--- src/rtl/core/kcc_pkg.sv ---
// Shared types and constants for the key click classifier.
package kcc_pkg;

    localparam int CFG_IDX_W   = 2;
    localparam int CFG_DATA_W  = 24;
    localparam int DBNC_W      = 8;
    localparam int TIMEOUT_W   = 24;
    localparam int KIND_W      = 2;
    localparam int WAIT_W_DEF  = 24;

    localparam logic [CFG_IDX_W-1:0] CFG_PRESS_DEBOUNCE   = 2'd0;
    localparam logic [CFG_IDX_W-1:0] CFG_RELEASE_DEBOUNCE = 2'd1;
    localparam logic [CFG_IDX_W-1:0] CFG_GAP_MIN          = 2'd2;
    localparam logic [CFG_IDX_W-1:0] CFG_DOUBLE_TIMEOUT   = 2'd3;

    localparam logic [DBNC_W-1:0]    PRESS_DEBOUNCE_RST   = 8'd200;
    localparam logic [DBNC_W-1:0]    RELEASE_DEBOUNCE_RST = 8'd100;
    localparam logic [DBNC_W-1:0]    GAP_MIN_RST          = 8'd10;
    localparam logic [TIMEOUT_W-1:0] DOUBLE_TIMEOUT_RST   = 24'd50000;

    localparam logic [KIND_W-1:0] KIND_NONE   = 2'd0;
    localparam logic [KIND_W-1:0] KIND_SINGLE = 2'd1;
    localparam logic [KIND_W-1:0] KIND_DOUBLE = 2'd2;

    typedef enum logic [1:0] {
        STEP_IDLE    = 2'd0,
        STEP_WAIT2   = 2'd1,
        STEP_WAIT_UP = 2'd2,
        STEP_REPORT  = 2'd3
    } t_step;

    typedef struct packed {
        logic [DBNC_W-1:0]    press_debounce;
        logic [DBNC_W-1:0]    release_debounce;
        logic [DBNC_W-1:0]    gap_min;
        logic [TIMEOUT_W-1:0] double_timeout;
    } t_cfg;

    typedef struct packed {
        logic              event_valid;
        logic [KIND_W-1:0] click_kind;
    } t_result;

endpackage

--- src/rtl/core/key_click_classifier_core.sv ---
// Top level of the key click classifier: stream ports, sample and result registers.
//
// Usage:
//   Slave stream carries one button sample per transfer (tdata[0] = key_pressed,
//   1 while the pin is low). Master stream returns exactly one result per sample:
//   tdata[0] = event_valid, tdata[2:1] = click_kind (1 single, 2 double, 0 none).
//   The config port writes press_debounce (0), release_debounce (1), gap_min (2)
//   and double_timeout (3) on any cycle with i_cfg_we high; write only while idle.
// Timing:
//   A sample goes into the input register and is classified against the click
//   state in a cycle in which the output register is free; the result and the
//   new state are registered at the end of that cycle. One sample per cycle is
//   sustained while i_m_axis_tready stays high; the per-sample state update sets that rate.
// Reset:
//   Synchronous, active low. Clears the click state, both pipeline valids, and
//   loads the default register values (200, 100, 10, 50000).
// Stall:
//   With i_m_axis_tready low the result holds; the input register still takes
//   one more sample, then o_s_axis_tready drops until the result is taken.
module key_click_classifier_core
    import kcc_pkg::*;
#(
    parameter int WAIT_WIDTH = WAIT_W_DEF
) (
    input  logic                  i_clk,
    input  logic                  i_rst_n,
    input  logic                  i_s_axis_tvalid,
    output logic                  o_s_axis_tready,
    input  logic [7:0]            i_s_axis_tdata,  // [0] key_pressed, [7:1] zero
    output logic                  o_m_axis_tvalid,
    input  logic                  i_m_axis_tready,
    output logic [7:0]            o_m_axis_tdata,  // [0] event_valid, [2:1] click_kind
    input  logic                  i_cfg_we,
    input  logic [CFG_IDX_W-1:0]  i_cfg_addr,
    input  logic [CFG_DATA_W-1:0] i_cfg_wdata
);

    t_cfg    cfg;
    t_result step_result;

    logic    r_in_valid;
    logic    r_in_key;
    logic    r_out_valid;
    t_result r_out;

    logic    out_free;
    logic    step_en;
    logic    in_take;

    assign out_free        = !r_out_valid || i_m_axis_tready;
    assign step_en         = r_in_valid && out_free;
    assign o_s_axis_tready = !r_in_valid || out_free;
    assign in_take         = i_s_axis_tvalid && o_s_axis_tready;

    kcc_cfg u_cfg (
        .i_clk       (i_clk),
        .i_rst_n     (i_rst_n),
        .i_cfg_we    (i_cfg_we),
        .i_cfg_addr  (i_cfg_addr),
        .i_cfg_wdata (i_cfg_wdata),
        .o_cfg       (cfg)
    );

    kcc_fsm #(
        .WAIT_WIDTH (WAIT_WIDTH)
    ) u_fsm (
        .i_clk         (i_clk),
        .i_rst_n       (i_rst_n),
        .i_cfg         (cfg),
        .i_step_en     (step_en),
        .i_key_pressed (r_in_key),
        .o_result      (step_result)
    );

    always_ff @(posedge i_clk) begin
        if (!i_rst_n) begin
            r_in_valid  <= 1'b0;
            r_out_valid <= 1'b0;
        end else begin
            if (in_take) begin
                r_in_valid <= 1'b1;
            end else if (step_en) begin
                r_in_valid <= 1'b0;
            end
            if (step_en) begin
                r_out_valid <= 1'b1;
            end else if (i_m_axis_tready) begin
                r_out_valid <= 1'b0;
            end
        end
    end

    always_ff @(posedge i_clk) begin
        if (in_take) begin
            r_in_key <= i_s_axis_tdata[0];
        end
        if (step_en) begin
            r_out <= step_result;
        end
    end

    assign o_m_axis_tvalid = r_out_valid;
    assign o_m_axis_tdata  = {5'b0, r_out.click_kind, r_out.event_valid};

endmodule

--- src/rtl/core/kcc_cfg.sv ---
// Configuration register bank for the key click classifier.
module kcc_cfg
    import kcc_pkg::*;
(
    input  logic                  i_clk,
    input  logic                  i_rst_n,
    input  logic                  i_cfg_we,
    input  logic [CFG_IDX_W-1:0]  i_cfg_addr,
    input  logic [CFG_DATA_W-1:0] i_cfg_wdata,
    output t_cfg                  o_cfg
);

    t_cfg r_cfg;
    t_cfg n_cfg;

    always_comb begin
        n_cfg = r_cfg;
        if (i_cfg_we) begin
            case (i_cfg_addr)
                CFG_PRESS_DEBOUNCE:   n_cfg.press_debounce   = i_cfg_wdata[DBNC_W-1:0];
                CFG_RELEASE_DEBOUNCE: n_cfg.release_debounce = i_cfg_wdata[DBNC_W-1:0];
                CFG_GAP_MIN:          n_cfg.gap_min          = i_cfg_wdata[DBNC_W-1:0];
                CFG_DOUBLE_TIMEOUT:   n_cfg.double_timeout   = i_cfg_wdata[TIMEOUT_W-1:0];
                default:              n_cfg = r_cfg;
            endcase
        end
    end

    always_ff @(posedge i_clk) begin
        if (!i_rst_n) begin
            r_cfg.press_debounce   <= PRESS_DEBOUNCE_RST;
            r_cfg.release_debounce <= RELEASE_DEBOUNCE_RST;
            r_cfg.gap_min          <= GAP_MIN_RST;
            r_cfg.double_timeout   <= DOUBLE_TIMEOUT_RST;
        end else begin
            r_cfg <= n_cfg;
        end
    end

    assign o_cfg = r_cfg;

endmodule

--- src/rtl/core/kcc_fsm.sv ---
// Click classification state machine with debounce and wait counters.
module kcc_fsm
    import kcc_pkg::*;
#(
    parameter int WAIT_WIDTH = WAIT_W_DEF
) (
    input  logic    i_clk,
    input  logic    i_rst_n,
    input  t_cfg    i_cfg,
    input  logic    i_step_en,
    input  logic    i_key_pressed,
    output t_result o_result
);

    localparam int CMP_W = (WAIT_WIDTH > TIMEOUT_W) ? WAIT_WIDTH : TIMEOUT_W;

    t_step                 r_step,    n_step;
    logic [DBNC_W-1:0]     r_press,   n_press;
    logic [DBNC_W-1:0]     r_release, n_release;
    logic [WAIT_WIDTH-1:0] r_wait,    n_wait;
    logic [KIND_W-1:0]     r_record,  n_record;

    logic [DBNC_W-1:0]     press_inc;
    logic [DBNC_W-1:0]     release_inc;
    logic [WAIT_WIDTH-1:0] wait_inc;
    logic                  timeout_hit;

    // saturating increments
    assign press_inc   = (&r_press)   ? r_press   : r_press + 1'b1;
    assign release_inc = (&r_release) ? r_release : r_release + 1'b1;
    assign wait_inc    = (&r_wait)    ? r_wait    : r_wait + 1'b1;
    assign timeout_hit = CMP_W'(wait_inc) >= CMP_W'(i_cfg.double_timeout);

    // next state
    always_comb begin
        n_step    = r_step;
        n_press   = r_press;
        n_release = r_release;
        n_wait    = r_wait;
        n_record  = r_record;
        case (r_step)
            STEP_IDLE: begin
                if (i_key_pressed) begin
                    n_press = press_inc;
                    if (press_inc >= i_cfg.press_debounce) begin
                        n_record = KIND_SINGLE;
                    end
                end else if (r_record == KIND_SINGLE) begin
                    n_release = '0;
                    n_press   = '0;
                    n_wait    = '0;
                    n_step    = STEP_WAIT2;
                end else begin
                    n_press   = '0;
                    n_release = '0;
                end
            end
            STEP_WAIT2: begin
                if (i_key_pressed) begin
                    if (r_release < i_cfg.gap_min) begin
                        n_release = '0;
                    end else begin
                        n_press = press_inc;
                        if (press_inc >= i_cfg.press_debounce) begin
                            n_record  = KIND_DOUBLE;
                            n_release = '0;
                            n_step    = STEP_WAIT_UP;
                        end
                    end
                end else begin
                    n_release = release_inc;
                    n_wait    = wait_inc;
                    if (timeout_hit) begin
                        n_wait    = '0;
                        n_release = '0;
                        n_press   = '0;
                        n_step    = STEP_REPORT;
                    end
                end
            end
            STEP_WAIT_UP: begin
                if (i_key_pressed) begin
                    n_release = '0;
                end else begin
                    n_release = release_inc;
                    if (release_inc >= i_cfg.release_debounce) begin
                        n_step = STEP_REPORT;
                    end
                end
            end
            default: begin
                n_wait    = '0;
                n_release = '0;
                n_press   = '0;
                n_record  = KIND_NONE;
                n_step    = STEP_IDLE;
            end
        endcase
    end

    // outputs
    always_comb begin
        o_result.event_valid = 1'b0;
        o_result.click_kind  = KIND_NONE;
        case (r_step)
            STEP_REPORT: begin
                o_result.event_valid = 1'b1;
                o_result.click_kind  = r_record;
            end
            default: begin
                o_result.event_valid = 1'b0;
                o_result.click_kind  = KIND_NONE;
            end
        endcase
    end

    always_ff @(posedge i_clk) begin
        if (!i_rst_n) begin
            r_step    <= STEP_IDLE;
            r_press   <= '0;
            r_release <= '0;
            r_wait    <= '0;
            r_record  <= KIND_NONE;
        end else if (i_step_en) begin
            r_step    <= n_step;
            r_press   <= n_press;
            r_release <= n_release;
            r_wait    <= n_wait;
            r_record  <= n_record;
        end
    end

endmodule

--- config.mk ---
export PLATFORM = sky130hd
export DESIGN_NAME = key_click_classifier_core
export DESIGN_NICKNAME = d
export VERILOG_FILES = /design/src/rtl/core/kcc_pkg.sv /design/src/rtl/core/key_click_classifier_core.sv /design/src/rtl/core/kcc_cfg.sv /design/src/rtl/core/kcc_fsm.sv
export SDC_FILE = /design/constraint.sdc
export NUM_CORES = 1
export LEC_CHECK = 0
export ABC_CLOCK_PERIOD_IN_PS = 12000
export BUFFER_PORTS_ARGS = -buffer_cell sky130_fd_sc_hd__buf_2
export CAP_MARGIN = 15
export CORE_MARGIN = 2
export CORE_UTILIZATION = 30
export DETAILED_ROUTE_END_ITERATION = 8
export GPL_TIMING_DRIVEN = 0
export PLACE_DENSITY = 0.49
export SYNTH_ARGS = -nofsm -noshare
export SYNTH_HDL_FRONTEND = slang
export SYNTH_SLANG_ARGS = --single-unit
--- constraint.sdc ---
create_clock -name i_clk -period 12 [get_ports i_clk]
set_input_delay 2.4 -clock i_clk [delete_from_list [all_inputs] [get_ports i_clk]]
set_output_delay 2.4 -clock i_clk [all_outputs]
set_load 0.02 [all_outputs]
==> flow_summary.toml <==
[run_status]
status = "completed"

[detailed_routing]
detail_route.wl_per_cell_um = 15.9
routed_wl_mm = 17.6
drtAntennaViolNets = 0
dr.pass1.iters = 5
remaining_drc_errors = 0
wl_met2_mm = 8.34
m1WireLength_mm = 8.35
wl_met3_um = 571
viasPerCell = 5.02
dr.max_layer_used = "met4"
vias = 5543
drt_iter0_drc = 292

[die]
dieWidth_um = 147
rows = 52
core_area_um2 = 20100
die_h_um = 147
dieArea_um2 = 21600
pin_count = 49
start_util_pct = 30.5

[logic_synthesis]
ys_types = 63
yosys_warnings = 0
synth_area_leader_cell = "dfxtp_1"
synth_top_area_share_pct = 30.7
syn_area_um2 = 6130
ys.flop_type = "dfxtp_1"
synth_cells = 778
ys_top_cells_by_area = "dfxtp_1 31%, ha_1 11%, nand2_1 7.7%"
ys_ff_latch = 98
synth_edf_count = 4
async_reset_ff_share_pct = 0
avgSynthCellArea_um2 = 7.87
yosysSeqAreaShare_pct = 32.7

[sta]
finalCriticalPeriod_ps = 5440
rsz0062_at_grt = "false"
fin_worst_skew_ps = 7.51
hold_violations = 0
setup_violations = 0
tightest_slew_ps = 1050
post-route-period-util_pct = 45.4
fmax_mhz = 184
setup_tns_ps = 0
relSlewSlack_pct = 29.5
drv_slew = 0

[pwr]
sequentialPowerShare_pct = 51.1
intPower_mw = 0.493
leakagePower_nw = 2.83
p_sw_mw = 0.168
p_comb_share_pct = 8.2
switching_share_pct = 25.4
ir_worst_vdd_mv = 0.0695
clock_power_share_pct = 40.7
power_density_nw_per_um2 = 95.5

[layout]
drive_above_1_share_pct = 8.76
final_cells = 1104
mostFrequentLayoutCell = "nand2_1"
area_delta_synth_final_pct = 13.0
layout_common_cells = "126 x nand2_1, 94 x dfxtp_1, 58 x inv_1"
layout.nets = 921
fill_cells = 2184

[critical_path]
cp.required_ps = 9600
crit_path_cell_trace = "buf_2, nor2b_1, nand2_1, buf_2"
critPathCaptureType = "primary output"
crit_top_cell = "buf_2"
path_max_fanout = 5
crit_slowest_cell = "nor2b_1"
crit_buf_inv = 2
startpoint_type = "primary input"
cpPeakStageDelay_ps = 270
critPathTopFamily = "simple AND/OR/NAND/NOR gates"
critPathKind = "primary input to primary output"
cp.arrival_ps = 3040

[placed_design]
place.gp.congestion = 0.872
post-dp-hpwl_mm = 13.6
dp.cells = 1087
port-buffer-count = 35

[clock_tree]
cts.clk_slew.worst_paths_ps = 70
clockBufferDepth = 2
post_cts_buffers = 0
cts.repair.resized = 0
cts_tree = "done"
cts_root_buffer = "clkbuf_16"
clk_latency_ps = 350
cts.hold.buffers_added = 0
cts_max_level = 3
numCtsBuffers = 9
cts.sinks = 98

[hold_path]
hold_path_class = "flip-flop to flip-flop"

[global_routing]
grt_use_total_pct = 16.5
antenna_found_initial = 1
overflow = 0
grt_max_degree = 16
grt_pass1_wl_mm = 28.4
grt_pass1_vias = 5324

[flow_run]
timing.max_cap.violations = 0
[sequential cells by signal, indices dropped and copies added (netlist names)]
| register | flops |
|---|---|
| r_in_valid | 1 |
| o_m_axis_tvalid | 1 |
| u_fsm.r_wait | 24 |
| u_fsm.r_release | 8 |
| o_m_axis_tdata | 3 |
| r_in_key | 1 |
| u_fsm.r_step | 2 |
| u_fsm.r_press | 8 |
| u_cfg.o_cfg | 48 |
| u_fsm.r_record | 2 |
[final cells by class]
type                       instances  area, um^2  area share [%]
multi-input combinational        578        3710            53.7
timing repair buffer              35         175            2.53
sequential                        98        2000            28.9
tap                              270         338            4.88
buffer                            48         206            2.98
clock inverter                     5        31.3           0.452
inverter                          58         218            3.15
antenna                            1        2.50          0.0362
clock buffer                      11         233            3.36
[logic make-up (layout without fill, tap and decap cells)]
| group | count (synthesis) | count (layout) | synth area share, % |
|---|---|---|---|
| buffers and inverters | 106 | 157 | 6.92 |
| flip-flops | 98 | 98 | 32.7 |
| AO/OA/AOI/OAI | 161 | 161 | 17.7 |
| XOR/XNOR | 25 | 25 | 3.57 |
| adder cells (fa/ha/maj) | 54 | 54 | 11.0 |
| AND/OR/NAND/NOR | 320 | 320 | 25.8 |
| multiplexers | 13 | 13 | 2.21 |
| other | 1 | 6 | 0.0612 |
[layer usage]
metal | vias up | track usage (%)
li1 | 2862 | -
met5 | - | 0
met2 | 92 | 28.1
met4 | 0 | 4.47
met3 | 19 | 2.58
met1 | 2570 | 22.0
[cells in the mapped netlist, types with 6 or more instances]
cell,count
and3_1,13
nor2_1,40
xnor2_1,17
nand2b_1,7
mux2i_1,9
nor3_1,20
inv_1,58
a21oi_1,48
nand4_1,18
dfxtp_1,94
nand3_1,45
clkbuf_1,35
nand2_1,126
xor2_1,8
and2_1,8
o211ai_1,34
ha_1,54
o21ai_0,24
buf_2,6
[path summary, 6_finish.rpt]
kind                                 startpoint                to  slack (ps)  cells past startpoint
worst max-delay path            i_m_axis_tready   o_s_axis_tready        6560                      4
worst min-delay path            u_cfg.o_cfg[18]   u_cfg.o_cfg[18]         460                      2
worst min register to register  u_cfg.o_cfg[18]   u_cfg.o_cfg[18]         460                      2
worst max register to register  u_fsm.r_wait[0]  u_fsm.r_wait[10]        7210                     14
[power groups by stage]
stage          registers (mW)  clock network, mW  logic, mW
3_5_place_dp            0.345                  0     0.0543
4_1_cts                 0.337              0.281     0.0546
5_1_grt                 0.338              0.292     0.0609
2_1_floorplan           0.345                  0     0.0334
3_3_place_gp            0.345                  0     0.0541
6_report                0.337              0.269     0.0541
[tightest hold or removal path: cells and delay by family, from the launching register on]
| family | cells | cell delay, ps |
|---|---|---|
| compound gates | 1 | 50 |
| flops | 1 | 310 |
| simple gates | 1 | 50 |
[stage by stage]
step                total power [mW]  hold slack [ps]  utilization, %  setup WS [ps]  area [um^2]
finish                         0.661              456            34.4           6560         6920
global route                   0.691              476            34.4           6490         6920
CTS                            0.672              458            34.4           6550         6920
detailed placement             0.399              447            33.1           6560         6650
global placement               0.399              444            33.1           6570         6650
floorplan                      0.378              436               -           6800         6140
No activity file was read; power rests on OpenSTA's default activity.
